### src/hw/rtl/rkd_pkg.sv
// ----------------------------------------------------------------------------
// Rotary knob decoder package
// Shared types and constants for the dual rotary knob decoder.
// ----------------------------------------------------------------------------
`default_nettype none

package rkd_pkg;

  // Direction counter slots
  localparam logic [1:0] CntLeftUp    = 2'd0;
  localparam logic [1:0] CntLeftDown  = 2'd1;
  localparam logic [1:0] CntRightUp   = 2'd2;
  localparam logic [1:0] CntRightDown = 2'd3;

  // Guard mark codes
  localparam logic [1:0] GuardIdle  = 2'd0;
  localparam logic [1:0] GuardLine1 = 2'd1;
  localparam logic [1:0] GuardLine2 = 2'd2;
  localparam logic [1:0] GuardFirst = 2'd3;

  // Both-edge history patterns
  localparam logic [7:0] PatDown0 = 8'h04;
  localparam logic [7:0] PatDown1 = 8'h45;
  localparam logic [7:0] PatDown2 = 8'h51;
  localparam logic [7:0] PatDown3 = 8'h10;
  localparam logic [7:0] PatUp0   = 8'h01;
  localparam logic [7:0] PatUp1   = 8'h15;
  localparam logic [7:0] PatUp2   = 8'h54;
  localparam logic [7:0] PatUp3   = 8'h40;

  // One edge event
  typedef struct packed {
    logic knob_side;
    logic edge_line;
    logic level_a;
    logic level_b;
  } rkd_item_t;

  // Decoder state, index 0 is the left knob, 1 the right knob
  typedef struct packed {
    logic [1:0][7:0] hist;
    logic [1:0][1:0] guard;
    logic [3:0][1:0] cnt;
  } rkd_state_t;

endpackage

`default_nettype wire

### src/hw/rtl/rkd_in_if.sv
// ----------------------------------------------------------------------------
// Rotary knob event channel
// Valid/ready channel carrying one knob edge event.
// ----------------------------------------------------------------------------
`default_nettype none

interface rkd_in_if;
  logic valid;
  logic ready;
  logic knob_side;
  logic edge_line;
  logic level_a;
  logic level_b;

  modport source (
    output valid, knob_side, edge_line, level_a, level_b,
    input  ready
  );
  modport sink (
    input  valid, knob_side, edge_line, level_a, level_b,
    output ready
  );
endinterface

`default_nettype wire

### src/hw/rtl/rkd_out_if.sv
// ----------------------------------------------------------------------------
// Rotary knob result channel
// Valid/ready channel carrying one direction event mask.
// ----------------------------------------------------------------------------
`default_nettype none

interface rkd_out_if;
  logic       valid;
  logic       ready;
  logic [3:0] event_mask;

  modport source (
    output valid, event_mask,
    input  ready
  );
  modport sink (
    input  valid, event_mask,
    output ready
  );
endinterface

`default_nettype wire

### src/hw/rtl/dual_rotary_knob_decoder_core.sv
// ----------------------------------------------------------------------------
// Dual rotary knob decoder core
// Decodes edge events of two quadrature knobs into direction event masks.
// ----------------------------------------------------------------------------
// Path: an event passes through the input register, then the result
//   register; events that give no mask produce nothing.
// Throughput: one event per cycle while the result channel does not stall,
//   set by the single decode pass that reads and writes the knob state in the same cycle.
// Reset: histories, guard marks, counters and mode clear to zero; both
//   pipeline stages come up empty.
`default_nettype none

module dual_rotary_knob_decoder_core (
  input  wire logic  clk_i,
  input  wire logic  rst_ni,
  input  wire logic  cfg_we_i,
  input  wire logic  cfg_wdata_i,
  rkd_in_if.sink     in_i,
  rkd_out_if.source  out_o
);

  logic                mode_q;
  rkd_pkg::rkd_item_t  item_q;
  logic                item_vld_q;
  rkd_pkg::rkd_state_t state_q;
  rkd_pkg::rkd_state_t state_d;
  logic [3:0]          mask_q;
  logic [3:0]          mask_d;
  logic                out_vld_q;
  logic                advance;
  logic                in_xfer;

  // Decode the held event when the result register can take its output.
  assign advance  = item_vld_q && (!out_vld_q || out_o.ready);
  // Take a new event whenever the input register empties this cycle.
  assign in_i.ready = !item_vld_q || advance;
  assign in_xfer  = in_i.valid && in_i.ready;

  assign out_o.valid      = out_vld_q;
  assign out_o.event_mask = mask_q;

  rkd_decode u_decode (
    .mode_i  (mode_q),
    .item_i  (item_q),
    .state_i (state_q),
    .state_o (state_d),
    .mask_o  (mask_d)
  );

  // Mode register: the user must write it only while the block is idle; the block does not enforce this.
  always_ff @(posedge clk_i or negedge rst_ni) begin
    if (!rst_ni) begin
      mode_q <= 1'b0;
    end else if (cfg_we_i) begin
      mode_q <= cfg_wdata_i;
    end
  end

  // Input stage: hold the event until the decode pass consumes it.
  always_ff @(posedge clk_i or negedge rst_ni) begin
    if (!rst_ni) begin
      item_vld_q <= 1'b0;
    end else if (in_i.ready) begin
      item_vld_q <= in_i.valid;
    end
  end

  always_ff @(posedge clk_i) begin
    if (in_xfer) begin
      item_q <= '{knob_side: in_i.knob_side, edge_line: in_i.edge_line,
                  level_a: in_i.level_a, level_b: in_i.level_b};
    end
  end

  // Knob state: advance once per decoded event.
  always_ff @(posedge clk_i or negedge rst_ni) begin
    if (!rst_ni) begin
      state_q <= '0;
    end else if (advance) begin
      state_q <= state_d;
    end
  end

  // Result stage: load a nonzero mask, drop it once the sink takes it.
  always_ff @(posedge clk_i or negedge rst_ni) begin
    if (!rst_ni) begin
      out_vld_q <= 1'b0;
    end else if (advance) begin
      out_vld_q <= (mask_d != 4'd0);
    end else if (out_o.ready) begin
      out_vld_q <= 1'b0;
    end
  end

  always_ff @(posedge clk_i) begin
    if (advance) begin
      mask_q <= mask_d;
    end
  end

endmodule

`default_nettype wire

### src/hw/rtl/rkd_decode.sv
// ----------------------------------------------------------------------------
// Rotary knob step decoder
// Combinational next-state and event mask for one edge event.
// ----------------------------------------------------------------------------
`default_nettype none

module rkd_decode (
  input  logic               mode_i,
  input  rkd_pkg::rkd_item_t item_i,
  input  rkd_pkg::rkd_state_t state_i,
  output rkd_pkg::rkd_state_t state_o,
  output logic [3:0]         mask_o
);

  always_comb begin
    rkd_pkg::rkd_state_t st;
    logic       side;
    logic [7:0] hist_new;
    logic       wrong;
    logic       other;
    logic       is_down;
    logic [1:0] line_code;
    logic [1:0] up_idx;
    logic [1:0] dn_idx;
    logic       bump_en;
    logic [1:0] bump_idx;
    logic [1:0] bump_opp;
    logic [1:0] bump_amt;
    logic       drain;

    st        = state_i;
    mask_o    = 4'd0;
    side      = item_i.knob_side;
    up_idx    = side ? rkd_pkg::CntRightUp   : rkd_pkg::CntLeftUp;
    dn_idx    = side ? rkd_pkg::CntRightDown : rkd_pkg::CntLeftDown;
    line_code = item_i.edge_line ? rkd_pkg::GuardLine2 : rkd_pkg::GuardLine1;
    bump_en   = 1'b0;
    bump_idx  = up_idx;
    bump_opp  = dn_idx;
    bump_amt  = 2'd1;
    drain     = 1'b1;
    is_down   = 1'b0;

    // shift in the new sample pair
    hist_new = {state_i.hist[side][3:0], 1'b0, item_i.level_a, 1'b0, item_i.level_b};
    st.hist[side] = hist_new;

    wrong = item_i.edge_line ? item_i.level_b : !item_i.level_a;
    other = item_i.edge_line ? item_i.level_a : item_i.level_b;

    if (mode_i) begin
      if (wrong) begin
        st.guard[side] = (state_i.guard[side] == rkd_pkg::GuardIdle) ?
                         rkd_pkg::GuardFirst : line_code;
        drain = 1'b0;
      end else if (state_i.guard[side] == line_code) begin
        st.guard[side] = rkd_pkg::GuardIdle;
        drain = 1'b0;
      end else begin
        st.guard[side] = rkd_pkg::GuardIdle;
        // right knob runs with swapped sense
        is_down  = side ? other : !other;
        bump_en  = 1'b1;
        bump_amt = 2'd2;
        bump_idx = is_down ? dn_idx : up_idx;
        bump_opp = is_down ? up_idx : dn_idx;
      end
    end else begin
      if (hist_new inside {rkd_pkg::PatDown0, rkd_pkg::PatDown1,
                           rkd_pkg::PatDown2, rkd_pkg::PatDown3}) begin
        bump_en  = 1'b1;
        bump_idx = side ? up_idx : dn_idx;
        bump_opp = side ? dn_idx : up_idx;
      end else if (hist_new inside {rkd_pkg::PatUp0, rkd_pkg::PatUp1,
                                    rkd_pkg::PatUp2, rkd_pkg::PatUp3}) begin
        bump_en  = 1'b1;
        bump_idx = side ? dn_idx : up_idx;
        bump_opp = side ? up_idx : dn_idx;
      end
    end

    if (bump_en) begin
      st.cnt[bump_idx] = st.cnt[bump_idx] + bump_amt;
      st.cnt[bump_opp] = 2'd0;
    end

    // drain every counter that reached two
    if (drain) begin
      for (int k = 0; k < 4; k++) begin
        if (st.cnt[k][1]) begin
          mask_o[k]    = 1'b1;
          st.cnt[k][1] = 1'b0;
        end
      end
    end

    state_o = st;
  end

endmodule

`default_nettype wire

### src/flat_wrapper.sv
// flat-port wrapper written by rule: the top's interface ports become plain ports
module dual_rotary_knob_decoder_core_flat 
  (clk_i, rst_ni, cfg_we_i, cfg_wdata_i, in_i_valid, in_i_knob_side, in_i_edge_line, in_i_level_a, in_i_level_b, in_i_ready, out_o_valid, out_o_event_mask, out_o_ready);
  rkd_in_if in_i_i ();
  rkd_out_if out_o_i ();
  input  wire logic clk_i;
  input  wire logic rst_ni;
  input  wire logic cfg_we_i;
  input  wire logic cfg_wdata_i;
  input wire logic [$bits(in_i_i.valid)-1:0] in_i_valid;
  input wire logic [$bits(in_i_i.knob_side)-1:0] in_i_knob_side;
  input wire logic [$bits(in_i_i.edge_line)-1:0] in_i_edge_line;
  input wire logic [$bits(in_i_i.level_a)-1:0] in_i_level_a;
  input wire logic [$bits(in_i_i.level_b)-1:0] in_i_level_b;
  output wire logic [$bits(in_i_i.ready)-1:0] in_i_ready;
  output wire logic [$bits(out_o_i.valid)-1:0] out_o_valid;
  output wire logic [$bits(out_o_i.event_mask)-1:0] out_o_event_mask;
  input wire logic [$bits(out_o_i.ready)-1:0] out_o_ready;
  assign in_i_i.valid = in_i_valid;
  assign in_i_i.knob_side = in_i_knob_side;
  assign in_i_i.edge_line = in_i_edge_line;
  assign in_i_i.level_a = in_i_level_a;
  assign in_i_i.level_b = in_i_level_b;
  assign in_i_ready = in_i_i.ready;
  assign out_o_valid = out_o_i.valid;
  assign out_o_event_mask = out_o_i.event_mask;
  assign out_o_i.ready = out_o_ready;
  dual_rotary_knob_decoder_core u_core (.clk_i(clk_i), .rst_ni(rst_ni), .cfg_we_i(cfg_we_i), .cfg_wdata_i(cfg_wdata_i), .in_i(in_i_i), .out_o(out_o_i));
endmodule
### config.mk
export PLATFORM = sky130hd
export DESIGN_NAME = dual_rotary_knob_decoder_core_flat
export DESIGN_NICKNAME = d
export VERILOG_FILES = /design/src/hw/rtl/rkd_pkg.sv /design/src/hw/rtl/rkd_in_if.sv /design/src/hw/rtl/rkd_out_if.sv /design/src/hw/rtl/dual_rotary_knob_decoder_core.sv /design/src/hw/rtl/rkd_decode.sv /design/src/flat_wrapper.sv
export SDC_FILE = /design/constraint.sdc
export NUM_CORES = 1
export LEC_CHECK = 0
export BUFFER_PORTS_ARGS = -buffer_cell sky130_fd_sc_hd__buf_4
export CELL_PAD_IN_SITES_DETAIL_PLACEMENT = 0
export CELL_PAD_IN_SITES_GLOBAL_PLACEMENT = 1
export CORE_MARGIN = 4
export CORE_UTILIZATION = 43
export CTS_BUF_LIST = sky130_fd_sc_hd__clkbuf_16
export DETAILED_ROUTE_END_ITERATION = 12
export PLACE_DENSITY_LB_ADDON = 0.1
export SLEW_MARGIN = 10
export SYNTH_ARGS = -nofsm -noshare
export SYNTH_HDL_FRONTEND = slang
export SYNTH_SLANG_ARGS = --single-unit
export TNS_END_PERCENT = 30
### constraint.sdc
create_clock -name clk_i -period 3.7 [get_ports clk_i]
set_input_delay 0.555 -clock clk_i [delete_from_list [all_inputs] [get_ports clk_i]]
set_output_delay 0.555 -clock clk_i [all_outputs]
set_load 0.02 [all_outputs]
# ---- After elaboration in Yosys (flattened, before gate mapping)
# Cells that the tools add are included.
# W data, S select, Z words.
dict set report word_totals {
  reg_bits 39
  input_bits 10
  output_inout_bits 6
  word_cells 118
}
dict set report classes {
  n_addsub 1
  n_lt_le_gt_ge 6
  n_eq_ne 9
  n_mux 60
  bitwise 4
  n_reduce_logical 18
}
# op n
set op_table {}
lappend op_table {{$mux W2} 27}
lappend op_table {{$eq A6 B5 Y1 const B} 4}
lappend op_table {{$mux W1} 19}
lappend op_table {{$bwmux W16} 1}
lappend op_table {{$mux W4} 4}
lappend op_table {{$mux W8} 2}
lappend op_table {{$eq A6 B3 Y1 const B} 2}
lappend op_table {{$reduce_bool A4 Y1} 3}
lappend op_table {{$and A8 B8 Y8} 1}
lappend op_table {{$bwmux W8} 1}
lappend op_table {{$demux W2 S2} 2}
lappend op_table {{$demux W8 S1} 1}
lappend op_table {{$not A8 Y8} 1}
lappend op_table {{$eq A6 B1 Y1 const B} 1}
lappend op_table {{$eq A6 B2 Y1 const B} 1}
lappend op_table {{$lt A2 B3 Y1 const B} 2}
lappend op_table {{$logic_and A1 B1 Y1} 5}
lappend op_table {{$and A4 B4 Y4} 1}
lappend op_table {{$bmux W2 S2} 1}
lappend op_table {{$bwmux W4} 1}
lappend op_table {{$ge A2 B1 Y1 const B} 2}
lappend op_table {{$logic_not A1 Y1} 4}
lappend op_table {{$not A4 Y4} 1}
lappend op_table {{$reduce_and A2 Y1} 2}
lappend op_table {{other kinds (8)} 9}

# ---- Longest topological paths before layout
# Gate-level depths: netlist of run 1.
dict set report logic_depth {
  depth_word 18
  depth_mapped 12
  depth_no_buf 11
}

# ---- By module
# From an unflattened synthesis of run 1, not the netlist that was laid out.
dict set report hier_totals {
  cells_unflattened 228
  hier_area_um2 2427.3
}
# mod n_inst cells_each area_each_um2 seq_area_each_um2
set by_module_without_submodules {}
lappend by_module_without_submodules {dual_rotary_knob_decoder_core 1 79 1461.4 1016.0}
lappend by_module_without_submodules {rkd_decode 1 149 965.9 0.0}

# ---- Worst setup path before layout of run 1
# OpenSTA, ideal clock, no wires.
dict set report synth_timing {
  path_type {reg-to-reg}
  from {reg u_core.item_q[3] (netlist bit)}
  to {reg u_core.state_q[5] (netlist bit)}
  setup_time_ns 0.083
  t_arrival_ns 3.034
  required_ns 3.617
  path_slack_ns 0.583
  stages_incl_launch_ff 11
  path_buffers 1
  period_less_slack_ns 3.117
  path_cell_list {edfxtp_1 -> buf_6 -> o311ai_2 -> o22ai_1 -> a31oi_2 -> mux4_2 -> ha_1 -> xor2_4 -> or4b_1 -> o22a_1 -> o22ai_1}
}
dict set report synth_between {
  elab_chain_cells 15
  word_cells_on_any_way 59
  classes_between {add/sub: 1; order compare: 4; eq/ne: 9; mux: 39; bitwise: 2; reduce/logical: 4}
}
# element line
set synth_lines {}
lappend synth_lines {{from (decl)} dual_rotary_knob_decoder_core.sv:23} ;# rkd_pkg::rkd_item_t item_q;
lappend synth_lines {{from (signal assigned)} dual_rotary_knob_decoder_core.sv:70} ;# item_q <= '{knob_side: in_i.knob_side, edge_line: in_i.edge_line,
lappend synth_lines {{$mux W4 (not written as such) (2 in a row)} rkd_decode.sv:45} ;# hist_new = {state_i.hist[side][3:0], 1'b0, item_i.level_a, 1'b0, item_i.level_b};
lappend synth_lines {{$eq A6 B1 Y1, or another cell as far along} rkd_decode.sv:74} ;# end else if (hist_new inside {rkd_pkg::PatUp0, rkd_pkg::PatUp1,
lappend synth_lines {{$reduce_bool A4 Y1} rkd_decode.sv:74}
lappend synth_lines {{$mux W2} rkd_decode.sv:74}
lappend synth_lines {{$mux W2} rkd_decode.sv:69} ;# if (hist_new inside {rkd_pkg::PatDown0, rkd_pkg::PatDown1,
lappend synth_lines {{$mux W2} rkd_decode.sv:51} ;# if (mode_i) begin
lappend synth_lines {{$lt A2 B3 Y1 (not written as such), or another cell as far along} rkd_decode.sv:83} ;# st.cnt[bump_idx] = st.cnt[bump_idx] + bump_amt;
lappend synth_lines {{$logic_and A1 B1 Y1 (on tied branches)} {rkd_decode.sv:83, rkd_decode.sv:84}}
lappend synth_lines {{$mux W2 (on tied branches)} {rkd_decode.sv:83, rkd_decode.sv:84}}
lappend synth_lines {{$demux W2 S2 (on tied branches)} {rkd_decode.sv:83, rkd_decode.sv:84}}
lappend synth_lines {{$bwmux W8 / $not A8 Y8 (equally long branches)} --}
lappend synth_lines {{$and A8 B8 Y8 (no line)} --}
lappend synth_lines {{$mux W8} rkd_decode.sv:82} ;# if (bump_en) begin
lappend synth_lines {{$mux W1 *} rkd_decode.sv:88} ;# if (drain) begin
lappend synth_lines {{to (signal assigned)} dual_rotary_knob_decoder_core.sv:80} ;# state_q <= state_d;
lappend synth_lines {{to (decl)} dual_rotary_knob_decoder_core.sv:25} ;# rkd_pkg::rkd_state_t state_q;
# Every way passes the cells marked *; elsewhere a longest branch is shown, timed or not. The select of a mux whose other input is x is not followed.
# A chain may end at the register's enable or synchronous reset.

# ---- Worst setup path in the final report of run 1
dict set report layout_timing {
  from {reg u_core.item_q[3] (netlist bit)}
  to {reg u_core.out_vld_q, in the netlist u_core.out_o.valid}
}
dict set report layout_between {
  elab_chain_cells 18
  word_cells_on_any_way 65
  classes_between {add/sub: 1; order compare: 4; eq/ne: 9; mux: 44; bitwise: 2; reduce/logical: 5}
}
# element line
set layout_lines {}
lappend layout_lines {{$mux W4 (not written as such) (2 in a row)} rkd_decode.sv:45}
lappend layout_lines {{$eq A6 B1 Y1, or another cell as far along} rkd_decode.sv:74}
lappend layout_lines {{$reduce_bool A4 Y1} rkd_decode.sv:74}
lappend layout_lines {{$mux W2} rkd_decode.sv:74}
lappend layout_lines {{$mux W2} rkd_decode.sv:69}
lappend layout_lines {{$mux W2} rkd_decode.sv:51}
lappend layout_lines {{$lt A2 B3 Y1 (not written as such), or another cell as far along} rkd_decode.sv:83}
lappend layout_lines {{$logic_and A1 B1 Y1 (on tied branches)} {rkd_decode.sv:83, rkd_decode.sv:84}}
lappend layout_lines {{[... 2 more ...]} --}
lappend layout_lines {{$bwmux W8 / $not A8 Y8 (equally long branches)} --}
lappend layout_lines {{$and A8 B8 Y8 (no line)} --}
lappend layout_lines {{$mux W8} rkd_decode.sv:82}
lappend layout_lines {{$mux W1} rkd_decode.sv:90} ;# if (st.cnt[k][1]) begin
lappend layout_lines {{$mux W4 *} rkd_decode.sv:88}
lappend layout_lines {{net u_core.mask_d[0]} dual_rotary_knob_decoder_core.sv:28} ;# logic [3:0] mask_d;
lappend layout_lines {{$reduce_bool A4 Y1 *} dual_rotary_knob_decoder_core.sv:89} ;# out_vld_q <= (mask_d != 4'd0);
lappend layout_lines {{$mux W1 *} dual_rotary_knob_decoder_core.sv:88} ;# end else if (advance) begin
lappend layout_lines {{to (signal assigned)} dual_rotary_knob_decoder_core.sv:89}
lappend layout_lines {{to (decl)} dual_rotary_knob_decoder_core.sv:29} ;# logic out_vld_q;
# Mark *: on every way through the listed nets, which the timed path passes. The rest lies on a longest branch. The select of a mux whose other input is x is not followed.

==> impl_metrics.py, run 1 <==
metrics = {
    "drt": {
        "first_iter_violations": 18,
        "dr.pass1.iters": 4,
        "via_per_inst": 5.34,
        "vias": 1010,
        "wl_per_cell_um": 15.2,
        "drc": 0,
        "wl_um": 2870,
        "ant_nets": 0,
    },
    "critical_path": {
        "crit_fanout": 10,
        "end_kind": "flip-flop",
        "criticalPathCategory": "flip-flop to flip-flop",
        "start_kind": "flip-flop",
        "crit_required_ps": 3840,
        "crit_arrival_ps": 3610,
        "reg2reg_depth": 10,
    },
    "placement": {
        "place_congestion": 0.790,
        "placed_area_um2": 1650,
        "hpwl_um": 2180,
        "portBuffers": 15,
    },
    "sta": {
        "hold_viol": 0,
        "fin_skew_ps": 1.88,
        "slew_headroom_pct": 62.0,
        "fmax_mhz": 288,
        "post-route-min-period_ps": 3470,
        "rsz0062_at_grt": "no",
        "maxSlewViolCount": 0,
        "finalCritPeriodShare_pct": 93.9,
        "fin_setup_tns_ps": 0,
        "setup_viol": 0,
        "worstMarginPinSlew_ps": 566,
    },
    "synth": {
        "synth_edf_count": 8,
        "synth_warnings": 0,
        "synth_area_um2": 1500,
        "postSynth.asyncResetShare_pct": 70.4,
        "syn_nets": 139,
        "synth-seq-cells": 27,
        "avgSynthCellArea_um2": 11.7,
        "synth.distinct_cells": 41,
        "synth_cells": 128,
        "synth_seq_area_share_pct": 47.8,
        "ys.flop_type": "dfrtp_1",
    },
    "cells_and_area": {
        "syn_to_final_growth_pct": 15.5,
        "nets": 155,
        "final_common_cell": "dfrtp_1",
        "diodes": 0,
        "final_util_pct": 51.8,
        "mostFrequentLayoutCells": "dfrtp_1 (19), buf_4 (17), nand2_1 (10), nor2_1 (10), mux2_2 (10)",
        "fin_area_um2": 1730,
        "drive_above_1_share_pct": 27.3,
    },
    "clocking": {
        "cts_tree": "built",
        "ctsHoldBuffers": 0,
        "cts_htree_levels": 1,
        "clkLatencyLatePin_ps": 260,
        "cts_made_buffers": 3,
        "root_buffer": "clkbuf_16",
        "post_cts_buffers": 0,
        "cts_buffer_depth": 2,
        "path_clk_slew_ps": 60,
        "cts_sinks": 27,
        "cts_resized": 0,
    },
    "global_route": {
        "grt_max_degree": 20,
        "grt_pass1_wl_um": 5040,
        "grt_pass1_vias": 1027,
        "antenna_found_initial": 0,
        "busiest_layer": "met2",
        "met2_usage_pct": 24.0,
        "use_met3_pct": 3.20,
        "use_met1_pct": 20.1,
        "grt_use_total_pct": 15.4,
        "grt-ovfl-total": 0,
    },
    "floorplan": {
        "dieArea_um2": 4490,
        "ios": 16,
        "num_rows": 21,
        "initial_core_util_pct": 44.9,
        "die_h_um": 67.0,
        "die_w_um": 67.0,
        "core-area_um2": 3340,
    },
    "run": {
        "cap_violations": 0,
    },
    "power": {
        "ir_drop_v": 0.000249,
        "power.total_mw": 1.18,
        "power_density_nw_per_um2": 680,
        "power_leakage_nw": 0.724,
    },
    "outcome": {
        "status": "finished, final reports clean",
    },
    "hold_path": {
        "hold_class": "primary input to asynchronous set/reset pin",
    },
}
[power by group]
| part | switching [mW] | internal, mW |
|---|---|---|
| clock network | 0.0961 | 0.145 |
| logic | 0.235 | 0.223 |
| registers | 0.0727 | 0.403 |
[critical path, cell delays in order, from the launching register on]
cell      delay, ps
edfxtp_1        430
o311ai_2        480
o22ai_1         190
a31oi_2         460
mux4_2          380
ha_1            270
xor2_4          230
a211oi_1        340
o22ai_2         140
o41ai_1         340
nand2_1          90
[state kept, by name, indices dropped and copies added (netlist names)]
name,count
u_core.state_q,16
u_core.item_q,4
u_core.out_o.event_mask,4
u_core.item_vld_q,1
u_core.mode_q,1
u_core.out_o.valid,1
[per-layer routing]
metal  routed length, µm  up-vias  part of all wire [%]
li1                    -      499                     -
met1                1370      483                    48
met2                1350       23                    47
met3                  89        5                   3.1
met4                  56        0                   1.9
met5                   0        -                     0
[worst paths after layout]
kind	slack, ps	end	start
max in group asynchronous	3330	u_core.state_q[4]	rst_ni
min in group clk_i	470	u_core.item_q[1]	in_i_level_a
worst max-delay path	230	u_core.out_o.valid	u_core.item_q[3]
worst min register to register	490	u_core.state_q[0]	u_core.state_q[0]
worst max register to register	230	u_core.out_o.valid	u_core.item_q[3]
worst min-delay path	160	u_core.out_o.valid	rst_ni
[Yosys cell counts (3+ instances only)]
master,n,area [µm²]
inv_1,4,15.0
edfxtp_1,8,240
nor2_1,10,37.5
xor2_1,3,26.3
a21oi_1,4,20.0
and2_1,3,18.8
nand3_1,3,15.0
mux2i_1,5,50.1
clkbuf_1,3,11.3
mux2_2,10,113
nand2b_1,4,25.0
o22ai_1,3,18.8
nand2_1,10,37.5
xnor2_1,5,43.8
dfrtp_1,19,475
[logic make-up after synthesis]
family          Yosys count  share of synthesized area (%)
simple gates             38                           13.0
compound gates           25                           14.8
flops                    27                           47.8
xor+xnor                  9                           6.52
fa+ha+maj                 1                          0.835
mux                      18                           13.9
buf+inv                  10                           3.17
[area by class of cell]
| class | count | area (µm²) |
|---|---|---|
| fill | 295 | 1610 |
| clock inverter | 1 | 3.75 |
| clock buffer | 3 | 75.1 |
| tap | 46 | 57.6 |
| multi-input combinational | 91 | 734 |
| inverter | 4 | 15.0 |
| timing repair buffer | 17 | 128 |
| sequential | 27 | 716 |
[per-stage QoR]
stage / worst slack, ps / hold slack (ps) / std cells
finish: 226 / 160 / 189
floorplan: 583 / 259 / 128
CTS: 226 / 169 / 189
global route: 14.7 / 176 / 189
detailed placement: 249 / 453 / 185
global placement: 407 / 450 / 185
Note: power is estimated with default switching activity, not from simulation.
==> run 2: changes to the inputs <==
--- a/config.mk
+++ b/config.mk
@@ -16,5 +16,6 @@
 export SLEW_MARGIN = 10
 export SYNTH_ARGS = -nofsm -noshare
 export SYNTH_HDL_FRONTEND = slang
+export SYNTH_HIERARCHICAL = 1
 export SYNTH_SLANG_ARGS = --single-unit
 export TNS_END_PERCENT = 30
==> run 2 against run 1 <==
  * Sequential power increased by 11%
  * Synthesized area increased by 37%
  * Critical endpoint is now u_core/out_o.valid
  * Die area increased by 32%
  * Clock power increased by 54%
  * Critical path type unchanged
  * Highest routed layer unchanged
  * First-iteration DRC count increased to 4.1 times the previous value
  * Largest cell class unchanged
  * Synthesized cell count increased by 56%
  * Via count increased by 54%
  * Worst hold slack improved by 14 ps
  * Clock-buffer cell count increased by 2
==> impl_metrics.py, run 2 <==
metrics = {
    "cells_and_area": {
        "nets": 226,
        "multi_input_comb_area_um2": 1110,
        "largest_register_ff_count": 20,
        "final_common_cell": "dfrtp_1",
        "mostFrequentLayoutCells": "dfrtp_1 (23), buf_4 (21), mux2_2 (21)",
        "syn_to_final_growth_pct": 13.7,
        "regMostFlops": "u_core/state_q",
        "diodes": 0,
        "drive_above_1_share_pct": 30.1,
        "nFillCells": 415,
        "seq_area_um2": 816,
        "final_cells": 268,
    },
    "critical_path": {
        "start_kind": "flip-flop",
        "criticalPathCategory": "flip-flop to flip-flop",
        "crit_required_ps": 3850,
        "end_kind": "flip-flop",
        "slowest_delay_ps": 470,
        "crit_arrival_ps": 3580,
        "cp_cell_sequence": "buf_4 > nor3_1 > a21oi_1 > o221ai_2 > nand3_2 > o22a_1 > mux2i_1 > a21oi_1 > ha_1 > inv_1 > nor3_1 > a31oi_1 > nor3_1 > a221o_1 > o41ai_1 > nand2_1",
        "crit_fanout": 7,
        "slowest_stage": "edfxtp_1",
        "cpMostUsedCell": "nor3_1",
    },
    "placement": {
        "dp_slack_ps": 274,
        "portBuffers": 15,
        "dp.cells": 259,
        "hpwl_um": 3020,
        "place_congestion": 0.909,
    },
    "floorplan": {
        "num_rows": 24,
        "die_w_um": 77.0,
        "initial_core_util_pct": 45.8,
        "ios": 16,
        "dieArea_um2": 5930,
        "die_h_um": 77.0,
        "core-area_um2": 4470,
    },
    "power": {
        "intPower_uw": 959,
        "ir_drop_v": 0.000306,
        "power_density_nw_per_um2": 630,
        "pwr-share-comb_pct": 38.7,
        "power_leakage_nw": 1.02,
        "power.switching_uw": 508,
        "power.total_mw": 1.47,
        "swShare_pct": 34.6,
        "clockPowerShare_pct": 25.4,
        "seq_power_share_pct": 35.9,
    },
    "synth": {
        "avgSynthCellArea_um2": 10.2,
        "syn_nets": 211,
        "synth_area_um2": 2050,
        "synth_warnings": 6,
        "synth_cells": 200,
    },
    "clocking": {
        "cts_made_buffers": 5,
        "clkLatencyLatePin_ps": 270,
        "path_clk_slew_ps": 50,
        "cts_sinks": 31,
        "cts_buffer_depth": 2,
        "cts_htree_levels": 2,
        "cts_tree": "built",
        "root_buffer": "clkbuf_16",
    },
    "sta": {
        "maxSlewViolCount": 0,
        "slew_headroom_pct": 61.2,
        "fin_setup_tns_ps": 0,
        "setup_ws_ps": 267,
        "hold_viol": 0,
        "setup_viol": 0,
        "rsz0062_at_grt": "no",
        "worstMarginPinSlew_ps": 580,
        "fmax_mhz": 291,
        "whs_ps": 175,
        "fin_skew_ps": 5.32,
        "finalCritPeriodShare_pct": 92.8,
        "post-route-min-period_ps": 3430,
    },
    "drt": {
        "wl_per_cell_um": 15.6,
        "first_iter_violations": 73,
        "ant_nets": 0,
        "vias": 1556,
        "drc": 0,
        "wl_um": 4190,
        "via_per_inst": 5.81,
        "dr.pass1.iters": 4,
    },
    "global_route": {
        "antenna_found_initial": 0,
        "grt-ovfl-total": 0,
        "grt_use_total_pct": 14.9,
        "grt_pass1_vias": 1439,
        "grt_max_degree": 24,
        "grt_pass1_wl_um": 7110,
    },
    "hold_path": {
        "hold_class": "primary input to asynchronous set/reset pin",
    },
    "run": {
        "cap_violations": 0,
    },
    "outcome": {
        "status": "finished, final reports clean",
    },
}
## run 2: path summary, 6_finish.rpt
path,cells after the start,slack (ps),to,from
max,16,270,u_core/out_o.valid,u_core/item_q[3]
min,1,170,u_core/state_q[13],rst_ni
max reg2reg,16,270,u_core/out_o.valid,u_core/item_q[3]
min reg2reg,1,500,u_core/state_q[1],u_core/state_q[1]
max in group asynchronous,1,3290,u_core/state_q[3],rst_ni
min in group clk_i,1,460,u_core/item_q[0],in_i_level_b
## run 2: what timing repair did
action	CTS	global route
setup endpoints to repair	0	1
setup buffers	0	1
hold buffers	0	0
gates resized for setup	0	1
## run 2: worst max-delay path, delay by kind of cell, from the launching register on
kind / cells / cell delay [ps]
adder cells (fa/ha/maj): 1 / 220
flip-flops: 1 / 470
AND/OR/NAND/NOR: 5 / 580
AO/OA/AOI/OAI: 7 / 1560
buffers and inverters: 2 / 300
multiplexers: 1 / 190
## run 2: power groups by stage
stage / registers [mW] / clock network (mW) / logic (mW)
final: 0.527 / 0.372 / 0.568
after CTS: 0.528 / 0.388 / 0.555
after global routing: 0.541 / 0.404 / 0.625
after detailed placement: 0.533 / 0 / 0.553
after floorplan: 0.516 / 0 / 0.454
after global placement: 0.531 / 0 / 0.545
## run 2: final cells by class
class / instances / share of cell area [%]
Multi-Input combinational cell: 145 / 47.8
Sequential cell: 31 / 35.0
Timing Repair Buffer: 21 / 6.77
Clock buffer: 5 / 5.37
Tap cell: 52 / 2.79
Inverter: 11 / 1.77
Clock inverter: 3 / 0.484
## run 2: metal layers
layer	global-route usage [%]	vias to the layer above	routed length [µm]
li1	-	752	-
met1	21.7	748	2050
met2	21.8	52	1910
met3	3.28	4	207
met4	4.80	0	23
met5	0	-	0
## run 2: stage by stage
step / utilization [%] / instance area (µm²)
floorplan: - / 2050
global placement: 48.7 / 2180
finish: 52.0 / 2330
CTS: 51.7 / 2310
detailed placement: 48.7 / 2180
global route: 52.0 / 2330
